`src/rtl/media_playhead_timer_assert.svh`:
```
// Assertion helpers for the playhead timer
`ifndef MEDIA_PLAYHEAD_TIMER_ASSERT_SVH
`define MEDIA_PLAYHEAD_TIMER_ASSERT_SVH
`ifndef SYNTH
`define MPT_ASSERT(lbl, clk, rstn, prop) \
  lbl: assert property (@(posedge clk) disable iff (!rstn) prop) \
    else $error("playhead timer check failed");
`define MPT_ASSERT_NXT(lbl, clk, rstn, ante, cons) \
  lbl: assert property (@(posedge clk) disable iff (!rstn) (ante) |=> (cons)) \
    else $error("playhead timer check failed");
`else
`define MPT_ASSERT(lbl, clk, rstn, prop)
`define MPT_ASSERT_NXT(lbl, clk, rstn, ante, cons)
`endif
`endif

```
`src/rtl/mpt_pkg.sv`:
```
package mpt_pkg;

  localparam int TIME_W  = 40;
  localparam int FRAME_W = 31;
  localparam int FPS_W   = 10;
  localparam int FD_W    = 20;
  localparam int DVD_W   = 52;
  localparam int SEEK_W  = 48;
  localparam int IDX_W   = 32;
  localparam int DLT_W   = 32;
  localparam int CNT_W   = $clog2(DVD_W + 1);

  localparam logic [FD_W-1:0]    US_PER_SEC = 20'd1000000;
  localparam logic [FPS_W-1:0]   FPS_RESET  = 10'd30;
  localparam logic [FRAME_W-1:0] FRAME_MAX  = {FRAME_W{1'b1}};

  typedef enum logic [2:0] {
    CMD_PLAY, CMD_PAUSE, CMD_TOGGLE, CMD_SEEK_TIME, CMD_SEEK_FRAME, CMD_ADVANCE, CMD_QUERY
  } cmd_e;

  typedef enum logic [1:0] {REG_FPS, REG_DUR, REG_LOOP} reg_e;

  typedef enum logic [1:0] {DIV_SEEK, DIV_WRAP, DIV_FD, DIV_FRAME} div_sel_e;

  typedef enum logic [3:0] {
    S_IDLE, S_EXEC, S_SEEK, S_SEEK_W, S_WRAP, S_WRAP_W, S_FD, S_FD_W, S_FRM, S_FRM_W, S_OUT
  } state_e;

  typedef struct packed {
    logic     load;
    logic     exec;
    logic     div_start;
    logic     div_store;
    div_sel_e div_sel;
    logic     out_load;
  } ctrl_cmd_t;

  typedef struct packed {
    logic seek_frame;
    logic need_wrap;
    logic div_done;
    logic div_busy;
    logic out_free;
  } dp_stat_t;

endpackage

```
`src/rtl/mpt_div.sv`:
```
module mpt_div
  import mpt_pkg::*;
(
  input  logic              clk_i,
  input  logic              rst_ni,
  input  logic              start_i,
  input  logic [DVD_W-1:0]  dividend_i,
  input  logic [TIME_W-1:0] divisor_i,
  output logic              busy_o,
  output logic              done_o,
  output logic [DVD_W-1:0]  quot_o,
  output logic [TIME_W-1:0] rem_o
);

  logic [DVD_W-1:0]  dvd_q;
  logic [TIME_W-1:0] dsr_q, rem_q;
  logic [CNT_W-1:0]  cnt_q;
  logic              busy_q, done_q;
  logic [TIME_W:0]   rem_sh, rem_nx;
  logic              ge;

  // one restoring step: bring down the next dividend bit, subtract if it fits
  always_comb begin
    rem_sh = {rem_q, dvd_q[DVD_W-1]};
    ge     = rem_sh >= {1'b0, dsr_q};
    rem_nx = ge ? rem_sh - {1'b0, dsr_q} : rem_sh;
  end

  // sequencing
  always_ff @(posedge clk_i or negedge rst_ni) begin
    if (!rst_ni) begin
      busy_q <= 1'b0;
      done_q <= 1'b0;
      cnt_q  <= '0;
    end else begin
      done_q <= busy_q && (cnt_q == CNT_W'(1));
      if (start_i) begin
        busy_q <= 1'b1;
        cnt_q  <= CNT_W'(DVD_W);
      end else if (busy_q) begin
        cnt_q <= cnt_q - CNT_W'(1);
        if (cnt_q == CNT_W'(1)) busy_q <= 1'b0;
      end
    end
  end

  // shift quotient bits in where dividend bits leave
  always_ff @(posedge clk_i) begin
    if (start_i) begin
      dvd_q <= dividend_i;
      dsr_q <= divisor_i;
      rem_q <= '0;
    end else if (busy_q) begin
      dvd_q <= {dvd_q[DVD_W-2:0], ge};
      rem_q <= rem_nx[TIME_W-1:0];
    end
  end

  assign busy_o = busy_q;
  assign done_o = done_q;
  assign quot_o = dvd_q;
  assign rem_o  = rem_q;

endmodule

```
`src/rtl/mpt_datapath.sv`:
```
module mpt_datapath
  import mpt_pkg::*;
(
  input  logic        clk_i,
  input  logic        rst_ni,
  input  ctrl_cmd_t   cmd_i,
  output dp_stat_t    stat_o,
  input  logic [2:0]  s_user_i,
  input  logic [111:0] s_data_i,
  input  logic        cfg_we_i,
  input  logic [4:0]  cfg_addr_i,
  input  logic [63:0] cfg_wdata_i,
  output logic [63:0] cfg_rdata_o,
  input  logic        m_ready_i,
  output logic        m_valid_o,
  output logic [71:0] m_data_o
);

  // configuration and state
  logic [FPS_W-1:0]  fps_q;
  logic [TIME_W-1:0] dur_q, ph_q;
  logic              loop_q, playing_q;
  // latched word
  cmd_e              cmd_q;
  logic [SEEK_W-1:0] st_q;
  logic [IDX_W-1:0]  fi_q;
  logic [DLT_W-1:0]  dlt_q;
  // intermediates
  logic [DVD_W-1:0]  prod_q;
  logic [TIME_W:0]   next_q;
  logic [FD_W-1:0]   fd_q;
  logic [FRAME_W-1:0] frame_q;
  // output register
  logic              m_valid_q;
  logic [71:0]       m_data_q;

  logic [TIME_W:0]   sum;
  logic              at_end;
  logic [TIME_W-1:0] st_clamped;
  logic [DVD_W-1:0]  div_dvd;
  logic [TIME_W-1:0] div_dsr;
  logic              div_busy, div_done;
  logic [DVD_W-1:0]  div_quot;
  logic [TIME_W-1:0] div_rem;
  reg_e              reg_idx;

  assign reg_idx = reg_e'(cfg_addr_i[4:3]);

  always_comb begin
    sum    = {1'b0, ph_q} + {{(TIME_W + 1 - DLT_W){1'b0}}, dlt_q};
    at_end = sum >= {1'b0, dur_q};
    if (st_q[SEEK_W-1])
      st_clamped = '0;
    else if (st_q[SEEK_W-2:0] > {{(SEEK_W - 1 - TIME_W){1'b0}}, dur_q})
      st_clamped = dur_q;
    else
      st_clamped = st_q[TIME_W-1:0];
  end

  // divider operand selection
  always_comb begin
    case (cmd_i.div_sel)
      DIV_SEEK: begin
        div_dvd = prod_q;
        div_dsr = {{(TIME_W - FPS_W){1'b0}}, fps_q};
      end
      DIV_WRAP: begin
        div_dvd = {{(DVD_W - TIME_W - 1){1'b0}}, next_q};
        div_dsr = dur_q;
      end
      DIV_FD: begin
        div_dvd = {{(DVD_W - FD_W){1'b0}}, US_PER_SEC};
        div_dsr = {{(TIME_W - FPS_W){1'b0}}, fps_q};
      end
      default: begin
        div_dvd = {{(DVD_W - TIME_W){1'b0}}, ph_q}
                + {{(DVD_W - FD_W + 1){1'b0}}, fd_q[FD_W-1:1]};
        div_dsr = {{(TIME_W - FD_W){1'b0}}, fd_q};
      end
    endcase
  end

  mpt_div u_div (
    .clk_i      (clk_i),
    .rst_ni     (rst_ni),
    .start_i    (cmd_i.div_start),
    .dividend_i (div_dvd),
    .divisor_i  (div_dsr),
    .busy_o     (div_busy),
    .done_o     (div_done),
    .quot_o     (div_quot),
    .rem_o      (div_rem)
  );

  // latch the input word
  always_ff @(posedge clk_i) begin
    if (cmd_i.load) begin
      cmd_q <= cmd_e'(s_user_i);
      st_q  <= s_data_i[47:0];
      fi_q  <= s_data_i[79:48];
      dlt_q <= s_data_i[111:80];
    end
  end

  // configuration, playhead and playing flag
  always_ff @(posedge clk_i or negedge rst_ni) begin
    if (!rst_ni) begin
      fps_q     <= FPS_RESET;
      dur_q     <= '0;
      loop_q    <= 1'b0;
      ph_q      <= '0;
      playing_q <= 1'b0;
    end else begin
      if (cfg_we_i) begin
        case (reg_idx)
          REG_FPS:  if (cfg_wdata_i[FPS_W-1:0] != '0) fps_q <= cfg_wdata_i[FPS_W-1:0];
          REG_DUR: begin
            dur_q <= cfg_wdata_i[TIME_W-1:0];
            if (ph_q > cfg_wdata_i[TIME_W-1:0]) ph_q <= cfg_wdata_i[TIME_W-1:0];
          end
          REG_LOOP: loop_q <= cfg_wdata_i[0];
          default: ;
        endcase
      end
      if (cmd_i.exec) begin
        case (cmd_q)
          CMD_PLAY:      playing_q <= 1'b1;
          CMD_PAUSE:     playing_q <= 1'b0;
          CMD_TOGGLE:    playing_q <= !playing_q;
          CMD_SEEK_TIME: ph_q <= st_clamped;
          CMD_ADVANCE: begin
            if (playing_q) begin
              if (!at_end) begin
                ph_q <= sum[TIME_W-1:0];
              end else if (!(loop_q && dur_q != '0)) begin
                ph_q      <= dur_q;
                playing_q <= 1'b0;
              end
            end
          end
          default: ;
        endcase
      end
      if (cmd_i.div_store) begin
        case (cmd_i.div_sel)
          DIV_SEEK:
            ph_q <= (div_quot > {{(DVD_W - TIME_W){1'b0}}, dur_q}) ? dur_q
                                                                  : div_quot[TIME_W-1:0];
          DIV_WRAP: ph_q <= div_rem;
          default: ;
        endcase
      end
    end
  end

  // product for a frame seek, sum for a wrap, frame period, frame number
  always_ff @(posedge clk_i) begin
    if (cmd_i.exec) begin
      prod_q <= fi_q[IDX_W-1] ? '0
              : DVD_W'({fi_q[IDX_W-2:0]} * US_PER_SEC);
      next_q <= sum;
    end
    if (cmd_i.div_store) begin
      case (cmd_i.div_sel)
        DIV_FD:    fd_q <= div_quot[FD_W-1:0];
        DIV_FRAME: frame_q <= (div_quot > {{(DVD_W - FRAME_W){1'b0}}, FRAME_MAX}) ? FRAME_MAX
                                                                   : div_quot[FRAME_W-1:0];
        default: ;
      endcase
    end
  end

  // output register
  always_ff @(posedge clk_i or negedge rst_ni) begin
    if (!rst_ni) begin
      m_valid_q <= 1'b0;
    end else if (cmd_i.out_load) begin
      m_valid_q <= 1'b1;
    end else if (m_ready_i) begin
      m_valid_q <= 1'b0;
    end
  end

  always_ff @(posedge clk_i) begin
    if (cmd_i.out_load) m_data_q <= {playing_q, frame_q, ph_q};
  end

  // register read-back
  always_comb begin
    case (reg_idx)
      REG_FPS:  cfg_rdata_o = {{(64 - FPS_W){1'b0}}, fps_q};
      REG_DUR:  cfg_rdata_o = {{(64 - TIME_W){1'b0}}, dur_q};
      REG_LOOP: cfg_rdata_o = {63'd0, loop_q};
      default:  cfg_rdata_o = '0;
    endcase
  end

  assign stat_o.seek_frame = (cmd_q == CMD_SEEK_FRAME);
  assign stat_o.need_wrap  = (cmd_q == CMD_ADVANCE) && playing_q && at_end && loop_q
                             && (dur_q != '0);
  assign stat_o.div_done   = div_done;
  assign stat_o.div_busy   = div_busy;
  assign stat_o.out_free   = !m_valid_q || m_ready_i;
  assign m_valid_o         = m_valid_q;
  assign m_data_o          = m_data_q;

endmodule

```
`src/rtl/mpt_ctrl.sv`:
```
module mpt_ctrl
  import mpt_pkg::*;
(
  input  logic      clk_i,
  input  logic      rst_ni,
  input  logic      s_valid_i,
  output logic      s_ready_o,
  input  dp_stat_t  stat_i,
  output ctrl_cmd_t cmd_o
);

  state_e state_q, state_d;

  always_ff @(posedge clk_i or negedge rst_ni) begin
    if (!rst_ni) state_q <= S_IDLE;
    else         state_q <= state_d;
  end

  // walk the command through its divisions
  always_comb begin
    state_d       = state_q;
    cmd_o         = '0;
    cmd_o.div_sel = DIV_FRAME;
    s_ready_o     = (state_q == S_IDLE);
    case (state_q)
      S_IDLE: begin
        cmd_o.load = s_valid_i;
        if (s_valid_i) state_d = S_EXEC;
      end
      S_EXEC: begin
        cmd_o.exec = 1'b1;
        if (stat_i.seek_frame)     state_d = S_SEEK;
        else if (stat_i.need_wrap) state_d = S_WRAP;
        else                       state_d = S_FD;
      end
      S_SEEK: begin
        cmd_o.div_sel = DIV_SEEK; cmd_o.div_start = 1'b1; state_d = S_SEEK_W;
      end
      S_SEEK_W: begin
        cmd_o.div_sel = DIV_SEEK; cmd_o.div_store = stat_i.div_done;
        if (stat_i.div_done) state_d = S_FD;
      end
      S_WRAP: begin
        cmd_o.div_sel = DIV_WRAP; cmd_o.div_start = 1'b1; state_d = S_WRAP_W;
      end
      S_WRAP_W: begin
        cmd_o.div_sel = DIV_WRAP; cmd_o.div_store = stat_i.div_done;
        if (stat_i.div_done) state_d = S_FD;
      end
      S_FD: begin
        cmd_o.div_sel = DIV_FD; cmd_o.div_start = 1'b1; state_d = S_FD_W;
      end
      S_FD_W: begin
        cmd_o.div_sel = DIV_FD; cmd_o.div_store = stat_i.div_done;
        if (stat_i.div_done) state_d = S_FRM;
      end
      S_FRM: begin
        cmd_o.div_start = 1'b1; state_d = S_FRM_W;
      end
      S_FRM_W: begin
        cmd_o.div_store = stat_i.div_done;
        if (stat_i.div_done) state_d = S_OUT;
      end
      S_OUT: begin
        cmd_o.out_load = stat_i.out_free;
        if (stat_i.out_free) state_d = S_IDLE;
      end
      default: state_d = S_IDLE;
    endcase
  end

endmodule

```
`src/rtl/media_playhead_timer.sv`:
```
// Channel  Dir  Handshake               Contents
// s_axis   in   tvalid/tready           command word (kind in tuser)
// m_axis   out  tvalid/tready           time, frame number, playing flag
// apb      in   psel/penable/pwrite     frame rate, duration, loop enable
//
// One command at a time; a frame seek or a wrap needs one division more than other commands.
// Every division runs on the shared 52-step restoring divider.
// Reset puts the playhead at 0, paused, 30 fps, zero duration, no loop.
// A result waits in the output register; a stalled master side holds the
// command in its final cycle until the register frees, and no new word enters.
`include "media_playhead_timer_assert.svh"
module media_playhead_timer
  import mpt_pkg::*;
(
  input  logic         clk_i,
  input  logic         rst_ni,
  input  logic         s_axis_tvalid,
  output logic         s_axis_tready,
  input  logic [111:0] s_axis_tdata,  // seek_time_us[47:0], frame_index, delta_us
  input  logic [2:0]   s_axis_tuser,  // command
  output logic         m_axis_tvalid,
  input  logic         m_axis_tready,
  output logic [71:0]  m_axis_tdata,  // time_us[39:0], frame_number[70:40], is_playing
  input  logic         psel,
  input  logic         penable,
  input  logic         pwrite,
  input  logic [4:0]   paddr,
  input  logic [63:0]  pwdata,
  output logic [63:0]  prdata,
  output logic         pready
);

  ctrl_cmd_t cmd;
  dp_stat_t  stat;

  assign pready = 1'b1;

  mpt_ctrl u_ctrl (
    .clk_i     (clk_i),
    .rst_ni    (rst_ni),
    .s_valid_i (s_axis_tvalid),
    .s_ready_o (s_axis_tready),
    .stat_i    (stat),
    .cmd_o     (cmd)
  );

  mpt_datapath u_dp (
    .clk_i       (clk_i),
    .rst_ni      (rst_ni),
    .cmd_i       (cmd),
    .stat_o      (stat),
    .s_user_i    (s_axis_tuser),
    .s_data_i    (s_axis_tdata),
    .cfg_we_i    (psel && penable && pwrite && pready),
    .cfg_addr_i  (paddr),
    .cfg_wdata_i (pwdata),
    .cfg_rdata_o (prdata),
    .m_ready_i   (m_axis_tready),
    .m_valid_o   (m_axis_tvalid),
    .m_data_o    (m_axis_tdata)
  );

  `MPT_ASSERT_NXT(a_busy_after_accept, clk_i, rst_ni, s_axis_tvalid && s_axis_tready, !s_axis_tready)
  `MPT_ASSERT(a_idle_div_free, clk_i, rst_ni, s_axis_tready |-> !stat.div_busy)

endmodule
```
`config.mk`:
```
export PLATFORM = sky130hd
export DESIGN_NAME = media_playhead_timer
export DESIGN_NICKNAME = d
export VERILOG_FILES = /design/src/rtl/mpt_pkg.sv /design/src/rtl/mpt_div.sv /design/src/rtl/mpt_datapath.sv /design/src/rtl/mpt_ctrl.sv /design/src/rtl/media_playhead_timer.sv
export VERILOG_INCLUDE_DIRS = /design/src /design/src/rtl
export SDC_FILE = /design/constraint.sdc
export NUM_CORES = 2
export LEC_CHECK = 0
export BUFFER_PORTS_ARGS = -buffer_cell sky130_fd_sc_hd__buf_4
export CORE_MARGIN = 2
export CORE_UTILIZATION = 54
export DETAILED_ROUTE_END_ITERATION = 6
export GPL_TIMING_DRIVEN = 0
export PLACE_DENSITY = 0.84
export SETUP_SLACK_MARGIN = 0.5
export SLEW_MARGIN = 20
export SYNTH_ARGS = -nofsm -noshare
export SYNTH_HDL_FRONTEND = slang
export SYNTH_HIERARCHICAL = 1
export SYNTH_SLANG_ARGS = --single-unit
export TNS_END_PERCENT = 100
```
`constraint.sdc`:
```
create_clock -name clk_i -period 17.7 [get_ports clk_i]
set_input_delay 2.655 -clock clk_i [delete_from_list [all_inputs] [get_ports clk_i]]
set_output_delay 2.655 -clock clk_i [all_outputs]
set_load 0.02 [all_outputs]
```
==> flow_metrics.env <==
export IMPL_drc=29
export IMPL_clock_sinks=561
export IMPL_core_region_area_sq_um=74570
export IMPL_track_usage=0.4008
export IMPL_tns_ns=0
export IMPL_cts_inserted_buffers=67
export IMPL_p_leak_nw=19.69
export IMPL_placed_cell_area_sq_um=44340
export IMPL_setup_violations_final=0
export IMPL_vias=35220
export IMPL_syn_inst=3983
export IMPL_syn_cell_area_sq_um=40690
export IMPL_start_kind="flop"
export IMPL_fin_crit_ns=7.969
export IMPL_fp_dieW_um=278.5
export IMPL_dr_pass1_iters=7
export IMPL_row_count=100
export IMPL_crit_top_cell="a21oi_1"
export IMPL_nFillCells=5968
export IMPL_cts_max_level=3
export IMPL_place_congestion=1.087
export IMPL_ant_nets=0
export IMPL_ioPinCount=330
export IMPL_use_met1=0.5071
export IMPL_synth_warnings=6
export IMPL_die_area_sq_um=77560
export IMPL_combPwrFrac=0.441
export IMPL_tightest_slew_ns=1.258
export IMPL_p_switching_mw=2.852
export IMPL_crit_type="flop to flop"
export IMPL_layout_drive_gt1_share=0.1400
export IMPL_io_buffers=277
export IMPL_tritoncts="yes"
export IMPL_cp_end_kind="flop"
export IMPL_outcome="complete, but fails checks"
export IMPL_finalHoldViolCount=0
export IMPL_drv_slew=0
export IMPL_arrival_ns=8.47
export IMPL_post_drt_wl_per_cell_um=29.22
export IMPL_hold_class="flop to flop"
export IMPL_violations="DRC"
export IMPL_grt_overflow_total=0
export IMPL_dpl_worst_slack_ns=10.34
export IMPL_fin_area_sq_um=46650
export IMPL_cap_violations=0
export IMPL_cts_resized=0
export IMPL_drt_wl_total_um=157700
export IMPL_sequentialPowerShare=0.335
export IMPL_path_max_fanout=10
export IMPL_power_mw=6.477
export IMPL_max_stage_delay_ns=0.74
export IMPL_timing_final_ws_setup_ns=9.731
export IMPL_synthToLayoutAreaGrowth_pct=14.65
export IMPL_gr_max_usage_layer="met2"
export IMPL_grt_pass1_vias=33630
export IMPL_grt_first_pass_wirelength_um=225000
export IMPL_start_util=0.5456
export IMPL_crit_required_ns=18.20
export IMPL_internal_power_mw=3.626
export IMPL_peakVddDrop_mv=0.08011
export IMPL_fin_nets=5095
export IMPL_relSlewSlack=0.1612
export IMPL_hold_buffers=0
export IMPL_grt_max_degree=64
export IMPL_grt_setup_unrepaired="no"
export IMPL_cts_clk_slew_worst_paths_ns=0.06
export IMPL_cts_root_buf="clkbuf_16"
export IMPL_cts_setup_buffers=0
export IMPL_max_freq_mhz=125.5
export IMPL_dpl_hpwl_um=122900
export IMPL_skew_ns=0.03457
export IMPL_syn_avg_cell_area_sq_um=10.22
export IMPL_critPathSlowestCell="nor4_1"
export IMPL_clkLatencyLatePin_ns=0.64
export IMPL_gr_usage_met3=0.1033
export IMPL_antenna_found_initial=8
export IMPL_drt_iter0_drc=4888
export IMPL_dieHeight_um=278.5
export IMPL_clockPowerShare=0.225
export IMPL_cts_buffer_depth=3
export IMPL_p_per_area_nw_per_um2=138.8
export IMPL_met2_usage=0.6121
export IMPL_fin_crit_sh=0.4502
export IMPL_swShare=0.4403
export IMPL_vias_per_cell=6.525
## layout make-up
cell class              instances  area (sq um)  share of cell area
multi-input cells            2938         22700              0.4866
flip-flops and latches        561         15930              0.3414
repair buffers                292          2317             0.04967
clock buffers                  79          1785             0.03827
well taps                     969          1212             0.02599
inverters                     312          1179             0.02527
plain buffers                 196          1011             0.02167
clock inverters                43         504.2             0.01081
diodes                          7         17.52           0.0003755
## metal layers
layer | up-vias | wire (um)
met3 | 585 | 18050
met2 | 2410 | 68330
met5 | - | 12
met4 | 2 | 12450
met1 | 16960 | 58840
li1 | 15260 | -
## path summary, 6_finish.rpt
kind                                   from  slack, ns  cells past startpoint                   to
max in group asynchronous            rst_ni      15.01                      2        u_dp/ph_q[28]
setup reg to reg               u_dp/ph_q[0]       9.73                     25    u_ctrl/state_q[1]
min in group asynchronous            rst_ni       1.91                      1  u_dp/u_div/cnt_q[4]
hold reg to reg            u_dp/frame_q[21]       0.42                      0    u_dp/m_data_o[61]
setup / recovery               u_dp/ph_q[0]       9.73                     25    u_ctrl/state_q[1]
hold / removal             u_dp/frame_q[21]       0.42                      0    u_dp/m_data_o[61]
## stage by stage
step	hold WS, ns	utilization	instances
final	0.4182	0.6256	5397
after global placement	0.4031	0.5910	5253
after global routing	0.4223	0.6253	5390
after floorplan	0.4003	-	4007
after detailed placement	0.4062	0.5946	5268
after CTS	0.4197	0.6253	5390
## power by group through the flow
stage                     Clock, mW  Combinational [mW]  Sequential [mW]
after detailed placement          0                2.72             2.15
after global routing           1.52                3.05             2.15
after CTS                      1.47                2.74             2.13
after global placement            0                2.68             2.16
final                          1.45                2.85             2.17
after floorplan                   0                1.92             1.88
## cells in the final DEF (no fill, tap or decap), drive strengths merged, types with 31 or more instances in the layout
master / count
nand2: 251
xnor2: 80
inv: 315
ha: 403
dfrtp: 101
or3: 46
mux2: 81
and2: 56
dfxtp: 40
xor2: 68
edfxtp: 416
a21o: 94
nand4: 56
fa: 133
nand2b: 37
nor2: 327
nor4: 34
a211oi: 72
a31oi: 31
mux2i: 129
a21oi: 300
o22ai: 34
nand3: 81
clkbuf: 188
o21ai: 198
nor3: 64
buf: 379
## worst max-delay path: cells and delay by family, from the launching register on
kind	cells	cell delay, ns
xor+xnor	1	0.53
simple gates	10	3.04
compound gates	9	2.15
buf+inv	2	0.44
flops	1	0.47
fa+ha+maj	3	1.19
## flip-flops by register name (all words and copies together) (netlist names), 40 cells and up
| register | count |
|---|---|
| u_dp/u_div/rem_o | 40 |
| u_dp/u_div/dsr_q | 40 |
| u_dp/u_div/quot_o | 52 |
| u_dp/m_data_o | 72 |
| u_dp/next_q | 41 |
| u_dp/prod_q | 45 |
| u_dp/dur_q | 40 |
| u_dp/ph_q | 40 |
| u_dp/st_q | 48 |
(Power assumes the default switching activity.)
